[src/rtl/rs_pkg.sv]
// ----------------------------------------------------------------------------
// rs_pkg
// Types and constants shared by the reservoir sampler modules.
// ----------------------------------------------------------------------------
package rs_pkg;

  localparam int unsigned MAX_SLOTS = 256;
  localparam int unsigned SLOT_W    = 8;
  localparam int unsigned CNT_W     = 9;

  localparam logic [39:0] SUM40_MAX = 40'hFF_FFFF_FFFF;

  localparam logic [1:0] ACT_OFFER = 2'd0;
  localparam logic [1:0] ACT_READ  = 2'd1;
  localparam logic [1:0] ACT_CLEAR = 2'd2;

  localparam logic [7:0] REG_MODE   = 8'd0;
  localparam logic [7:0] REG_TARGET = 8'd1;

  typedef struct packed {
    logic [1:0]  action;
    logic [63:0] item_data;
    logic [31:0] item_weight;
    logic [31:0] rand_accept;
    logic [31:0] rand_pick;
    logic [7:0]  read_slot;
  } rs_in_t;

  typedef struct packed {
    logic        stored;
    logic [7:0]  slot;
    logic [63:0] read_data;
    logic        read_valid;
    logic [8:0]  filled;
  } rs_out_t;

  typedef struct packed {
    logic        start;
    logic [63:0] a;
    logic [63:0] b;
  } rs_mul_req_t;

  typedef struct packed {
    logic         done;
    logic [127:0] p;
  } rs_mul_rsp_t;

  typedef struct packed {
    logic        we;
    logic [7:0]  addr;
    logic [31:0] weight;
  } rs_wr_t;

  typedef enum logic [3:0] {
    S_IDLE,
    S_DECIDE,
    S_READ_D,
    S_PLAIN,
    S_ACC,
    S_MW,
    S_SUM,
    S_LHS1,
    S_LHS2,
    S_SEARCH,
    S_WRITE,
    S_DONE
  } rs_state_e;

endpackage

[src/rtl/rs_mul.sv]
// ----------------------------------------------------------------------------
// rs_mul
// Shift-add multiplier, one bit of the second operand per cycle.
// ----------------------------------------------------------------------------
module rs_mul
  import rs_pkg::*;
(
  input  logic        clk_i,
  input  logic        rst_ni,
  input  rs_mul_req_t req_i,
  output rs_mul_rsp_t rsp_o
);

  logic [127:0] a_q, a_d;
  logic [63:0]  b_q, b_d;
  logic [127:0] p_q, p_d;
  logic         run_q, run_d;

  always_comb begin
    a_d   = a_q;
    b_d   = b_q;
    p_d   = p_q;
    run_d = run_q;
    if (req_i.start) begin
      a_d   = {64'h0, req_i.a};
      b_d   = req_i.b;
      p_d   = '0;
      run_d = 1'b1;
    end else if (run_q) begin
      if (b_q == '0) begin
        run_d = 1'b0;
      end else begin
        if (b_q[0]) p_d = p_q + a_q;
        a_d = {a_q[126:0], 1'b0};
        b_d = {1'b0, b_q[63:1]};
      end
    end
  end

  always_ff @(posedge clk_i or negedge rst_ni) begin
    if (!rst_ni) begin
      run_q <= 1'b0;
    end else begin
      run_q <= run_d;
    end
  end

  always_ff @(posedge clk_i) begin
    a_q <= a_d;
    b_q <= b_d;
    p_q <= p_d;
  end

  assign rsp_o.done = run_q && (b_q == '0);
  assign rsp_o.p    = p_q;

endmodule

[config.mk]
export PLATFORM = sky130hd
export DESIGN_NAME = rs_mul
export DESIGN_NICKNAME = d
export VERILOG_FILES = /design/src/rtl/rs_pkg.sv /design/src/rtl/rs_mul.sv
export SDC_FILE = /design/constraint.sdc
export NUM_CORES = 1
export LEC_CHECK = 0
export BUFFER_PORTS_ARGS = -buffer_cell sky130_fd_sc_hd__buf_4
export CORE_ASPECT_RATIO = 0.9
export CORE_MARGIN = 3
export CORE_UTILIZATION = 54
export DETAILED_ROUTE_END_ITERATION = 12
export HOLD_SLACK_MARGIN = 0.05
export PLACE_DENSITY = 0.78
export SYNTH_ARGS = -nofsm -noshare
export SYNTH_HDL_FRONTEND = slang
export SYNTH_SLANG_ARGS = --single-unit
export TNS_END_PERCENT = 30
[constraint.sdc]
create_clock -name clk_i -period 3.8 [get_ports clk_i]
set_input_delay 0.19 -clock clk_i [delete_from_list [all_inputs] [get_ports clk_i]]
set_output_delay 0.19 -clock clk_i [all_outputs]
set_load 0.01 [all_outputs]
==> results of run 1 <==
worst max-delay path, cell delays in order, from the launching register on:
cell	delay (ns)
edfxtp_1	0.42
ha_1	0.45
nand4_2	0.22
nor4_2	0.31
a31oi_1	0.19
a31oi_4	0.32
a31oi_4	0.19
o21ai_4	0.35
a41oi_4	0.22
a21oi_4	0.28
a21boi_2	0.12
or4_1	0.43
o211ai_1	0.12
worst paths after layout:
check                                start  endpoint  slack [ns]  cells after the start
max in group asynchronous           rst_ni     run_q        3.19                      3
worst max-delay path               a_q[14]  p_q[122]        0.08                     12
worst min register to register     p_q[46]   p_q[46]        0.48                      2
worst min-delay path            req_i[128]  a_q[115]        0.16                      2
min in group asynchronous           rst_ni     run_q        0.51                      3
worst max register to register     a_q[14]  p_q[122]        0.08                     12
cell type report:
cell class / instances / area (um^2) / share of cell area [%]
flip-flops and latches: 321 / 7712 / 30.04
clock buffers: 54 / 1030 / 4.011
diodes: 1 / 2.502 / 0.009746
well taps: 483 / 604.3 / 2.354
clock inverters: 12 / 123.9 / 0.4824
repair buffers: 444 / 3704 / 14.42
inverters: 35 / 131.4 / 0.5117
multi-input cells: 1868 / 12370 / 48.17
per-stage QoR:
step	worst slack (ns)	utilization, %	hold slack, ns	TNS, ns
global route	-0.01087	68.51	0.1720	-0.01411
global placement	0.09528	61.81	-0.03424	0
CTS	0.005878	68.36	0.1249	0
detailed placement	0.04963	61.81	-0.03355	0
finish	0.07736	68.52	0.1638	0
floorplan	0.1048	-	-0.1056	0
logic make-up (layout without fill, tap and decap cells):
logic type,count (synthesis),in the layout,synth area share [%]
muxes,191,191,10.03
DFF,321,321,37.36
other,0,1,0
AOI/OAI and AO/OA,661,661,19.94
adders and majority gates,128,128,7.795
xor gates and xnor gates,104,104,4.413
and+or+nand+nor,784,784,17.36
buffers and inverters,167,545,3.103
cells in the final DEF, fill, tap and decap left out, drive strengths merged, types with 49 or more instances in the layout:
cell type,n
nand2,336
buf,314
a21oi,302
dfxtp,192
nor2,188
dlygate4sd3,130
edfxtp,128
ha,127
mux2,126
o21ai,121
nand4,68
xnor2,67
mux2i,65
a21o,56
clkbuf,54
nand3,49
power by group:
group / switching (mW) / internal (mW)
Combinational: 2.11 / 1.56
Clock: 1.54 / 1.97
Sequential: 0.300 / 3.93
Total: 3.94 / 7.46
layer usage:
metal,vias to the layer above,wire length (um),global-route usage (%)
met3,189,5082,5.218
met5,-,0,0
li1,9329,-,-
met1,9510,28190,42.77
met2,881,31720,53.50
met4,0,2654,11.51
state kept, by name, summed over array words and instances, names as in the netlist:
register,count
p_q,128
b_q,64
a_q,128
run_q,1
repair_timing:
action	in CTS	in global routing
resized for setup	0	14
endpoints found under the hold margin	129	0
endpoints found under the setup margin	0	19
hold buffers	130	0
==> results.cfg, run 1 <==
[floorplan]
core-area_mm2 = 0.03747
die_h_um = 191.5
die_area_mm2 = 0.04061
num_rows = 67
io_pins = 260
initial_core_util_pct = 55.09
dieWidth_um = 212.1

[yosys]
avgSynthCellArea_um2 = 8.762
ys_ff_latch = 321
yosys-top-cells-area = dfxtp_1 (19%), edfxtp_1 (19%), ha_1 (7.7%)
synth_enable_flop_cells = 128
synth_common_cells = nand2_1 (335), a21oi_1 (300), dfxtp_1 (192), nor2_1 (188), edfxtp_1 (128)
yosysMostFrequentCell = nand2_1
seq_area_frac_synth_pct = 37.36
ys_warn_count = 0
postSynthCellCount = 2356
netlist_area_mm2 = 0.02064
yosysTopAreaCell = dfxtp_1
synthArstFlopShare_pct = 0.3115
ys_types = 85
synth_top_area_share_pct = 18.62
synthFlopType = dfxtp_1
synth_fp_nets = 2615

[sta]
maxSlewViolCount = 0
hold_viol_final = 0
rsz0062_at_grt = true
period_share_pct = 97.96
tightest_slew_ns = 1.124
finalCriticalPeriod_ns = 3.723
slew_headroom_pct = 25.09
skew_ns = 0.02857
max_freq_mhz = 268.6
setup_viol_count_final = 0

[drt]
drt_wl_total_um = 67650
route.antenna.remaining_nets = 0
drc_errors = 0
via_per_inst = 6.187
firstDrtPassIters = 8
dr.first_iter.drc_count = 1908
vias = 19910
routedWlPerCell_um = 21.02

[final_layout]
fin_nets = 2965
num-fill-cells = 2844
area_growth_pct = 24.38
finalInstanceArea_mm2 = 0.02568
final_cells = 3218
drive_gt1_share_pct = 19.79

[clock_network]
post-cts-setup-buffers = 0
clk_latency_ns = 0.56
numCtsBuffers = 36
cts_max_path_buffers = 3
cts_tree = built
clkTransAtPathRegs_ns = 0.06
cts.sinks = 321
htreeDepth = 2
root_buffer = clkbuf_16

[global_routing]
grt_first_pass_wirelength_um = 105300
grt_overflow = 0
grt_max_degree = 143
grt_pass1_vias = 19440
grtUsageTotal_pct = 32.27
antenna_found_initial = 0

[placement]
dp_cells = 3021
dpl.hpwl_um = 47280
port_buffers = 259
place_area_mm2 = 0.02316
routabilityCongestion = 0.9982

[worst_hold_path]
hp-class = primary input to flip-flop

[power_and_ir_drop]
finalPower_mw = 11.41
p_leak_nw = 11.06
cellPowerDensity_mw_per_mm2 = 444.3
vdd_drop_max_v = 0.0003831

[outcome]
status = finished clean

[setup_path]
critPathKind = flip-flop to flip-flop
required_ns = 4.26
cp-end-kind = flip-flop
path_max_fanout = 8
cp_data_arrival_time_ns = 4.18
start_kind = flip-flop

[flow_run]
max-cap-violations = 0
No activity file was read; power rests on OpenSTA's default activity.
==> run 2: changes to the inputs <==
- CORE_MARGIN: 3 -> 2
- CORE_UTILIZATION: 54 -> 59
- PLACE_DENSITY: 0.78 -> 0.81
- clock period: 3.8 -> 3.9 ns (I/O delays scaled with it)
==> run 2 against run 1 <==
Compared with the run above: clock-buffer cell count shrank 4; worst setup slack improved by 0.027 ns; sequential cell count stayed put; fmax shrank 1.9%; core utilization is 6.6 points higher; largest power group unchanged; hold slack lost 0.0079 ns; non-clock buffer count grew 11; final area is essentially flat.
==> results.cfg, run 2 (synthesized netlist as in run 1, its figures left out) <==
[placement]
dpl.hpwl_um = 49040
port_buffers = 259
preCtsSetupSlack_ns = 0.09224
routabilityCongestion = 1.025

[sta]
finalCriticalPeriod_ns = 3.796
hold_viol_final = 0
rsz0062_at_grt = true
whs_ns = 0.1560
tightest_slew_ns = 0.8468
setup_viol_count_final = 0
period_share_pct = 97.32
skew_ns = 0.03004
max_freq_mhz = 263.5
maxSlewViolCount = 0
slew_headroom_pct = 43.55
fin_ws_ns = 0.1044

[final_layout]
multi_input_area_mm2 = 0.01236
final_common_cell = nand2_1
drive_gt1_share_pct = 20.12
area_growth_pct = 24.42
seqCellArea_mm2 = 0.007712
fin_nets = 2975
final_cell_mix = nand2_1 (334), buf_4 (322), a21oi_1 (299), dfxtp_1 (192), nor2_1 (187)
num-fill-cells = 2437
n_antenna_cell = 0
reg_top3 = a_q: 128 flops, p_q: 128 flops, b_q: 64 flops

[global_routing]
grtUsageTotal_pct = 37.26
antenna_found_initial = 1
grt_max_degree = 109
grt_pass1_vias = 19890
grt_first_pass_wirelength_um = 108900
grt_overflow = 0

[clock_network]
numCtsBuffers = 35
cts_max_path_buffers = 3
htreeDepth = 2
clkTransAtPathRegs_ns = 0.07
cts_tree = built
cts.sinks = 321
post-cts-setup-buffers = 0
root_buffer = clkbuf_16
clk_latency_ns = 0.56

[floorplan]
io_pins = 260
num_rows = 64
initial_core_util_pct = 60.37
dieWidth_um = 201.2
die_area_mm2 = 0.03650
die_h_um = 181.5
core-area_mm2 = 0.03419

[outcome]
status = finished clean

[power_and_ir_drop]
seq_power_share_pct = 36.8
clockPowerShare_pct = 30.1
vdd_drop_max_v = 0.0005050
net-switching-power_mw = 3.889
p_leak_nw = 11.11
switching_share_pct = 34.73
cellPowerDensity_mw_per_mm2 = 436.1
intPower_mw = 7.311
comb_power_share_pct = 33.0

[setup_path]
path_max_fanout = 5
start_kind = flip-flop
cp-end-kind = flip-flop
critPathKind = flip-flop to flip-flop
required_ns = 4.29
cp_data_arrival_time_ns = 4.19

[drt]
via_per_inst = 6.321
routedWlPerCell_um = 21.93
drc_errors = 0
dr.first_iter.drc_count = 1925
vias = 20260
drt_wl_total_um = 70300
route.antenna.remaining_nets = 0
firstDrtPassIters = 7

[worst_hold_path]
hp-class = primary input to flip-flop

[flow_run]
max-cap-violations = 0
[run 2: changes by cell type in the layout (fill, tap and decap cells not counted), sizes merged]
cell	change
clkinvlp	-1
bufinv	+1
inv	-3
buf	+11
diode	-1
clkinv	+5
clkbuf	-4
[run 2: stage by stage]
stage	power, mW	TNS [ns]	utilization, %	area [um^2]	std cells
2_1_floorplan	6.337	0	-	20640	2356
3_3_place_gp	7.520	0	67.86	23200	3011
3_5_place_dp	7.579	0	67.86	23200	3011
4_1_cts	11.02	0	74.97	25630	3205
5_1_grt	11.62	-0.1355	75.11	25680	3205
6_report	11.20	0	75.11	25680	3205
[run 2: timing repair]
action	CTS	global route
gates resized for setup	0	11
setup endpoints to repair	0	13
hold buffers	130	0
hold endpoints to repair	129	0
[run 2: cell type report]
| cell class | count | area share (%) |
|---|---|---|
| inverters | 35 | 0.5115 |
| clock buffers | 50 | 3.868 |
| flip-flops and latches | 321 | 30.03 |
| multi-input cells | 1868 | 48.12 |
| clock inverters | 14 | 0.5310 |
| well taps | 462 | 2.251 |
| repair buffers | 455 | 14.69 |
[run 2: final timing paths]
kind	endpoint	depth (start not counted)	startpoint	slack [ns]
max	p_q[102]	13	a_q[0]	0.10
min	a_q[113]	2	req_i[128]	0.16
max reg2reg	p_q[102]	13	a_q[0]	0.10
min reg2reg	p_q[42]	2	p_q[42]	0.47
max in group asynchronous	run_q	3	rst_ni	3.30
min in group asynchronous	run_q	3	rst_ni	0.50
[run 2: critical path, stage by stage (launching register included)]
cell and delay, ns:
edfxtp_1 0.44, ha_1 0.27, fa_1 0.42, a21oi_1 0.27, o211ai_1 0.20, a31oi_1 0.32
a31oi_2 0.22, a31oi_4 0.37, o41ai_4 0.17, a31o_2 0.28, a21oi_2 0.29, o21ai_1 0.13
xnor2_1 0.20, o21ai_1 0.08
[run 2: metal layers]
metal / track usage (%) / part of all wire (%)
met2: 62.92 / 47
met1: 47.54 / 40
met3: 6.874 / 8.4
met5: 0 / 0.024
met4: 14.25 / 3.9
[run 2: power groups by stage]
stage	sequential [mW]	clock (mW)	combinational [mW]
6_report	4.13	3.38	3.70
5_1_grt	4.15	3.50	3.97
4_1_cts	4.10	3.37	3.56
3_5_place_dp	4.16	0	3.41
3_3_place_gp	4.14	0	3.38
2_1_floorplan	4.15	0	2.19
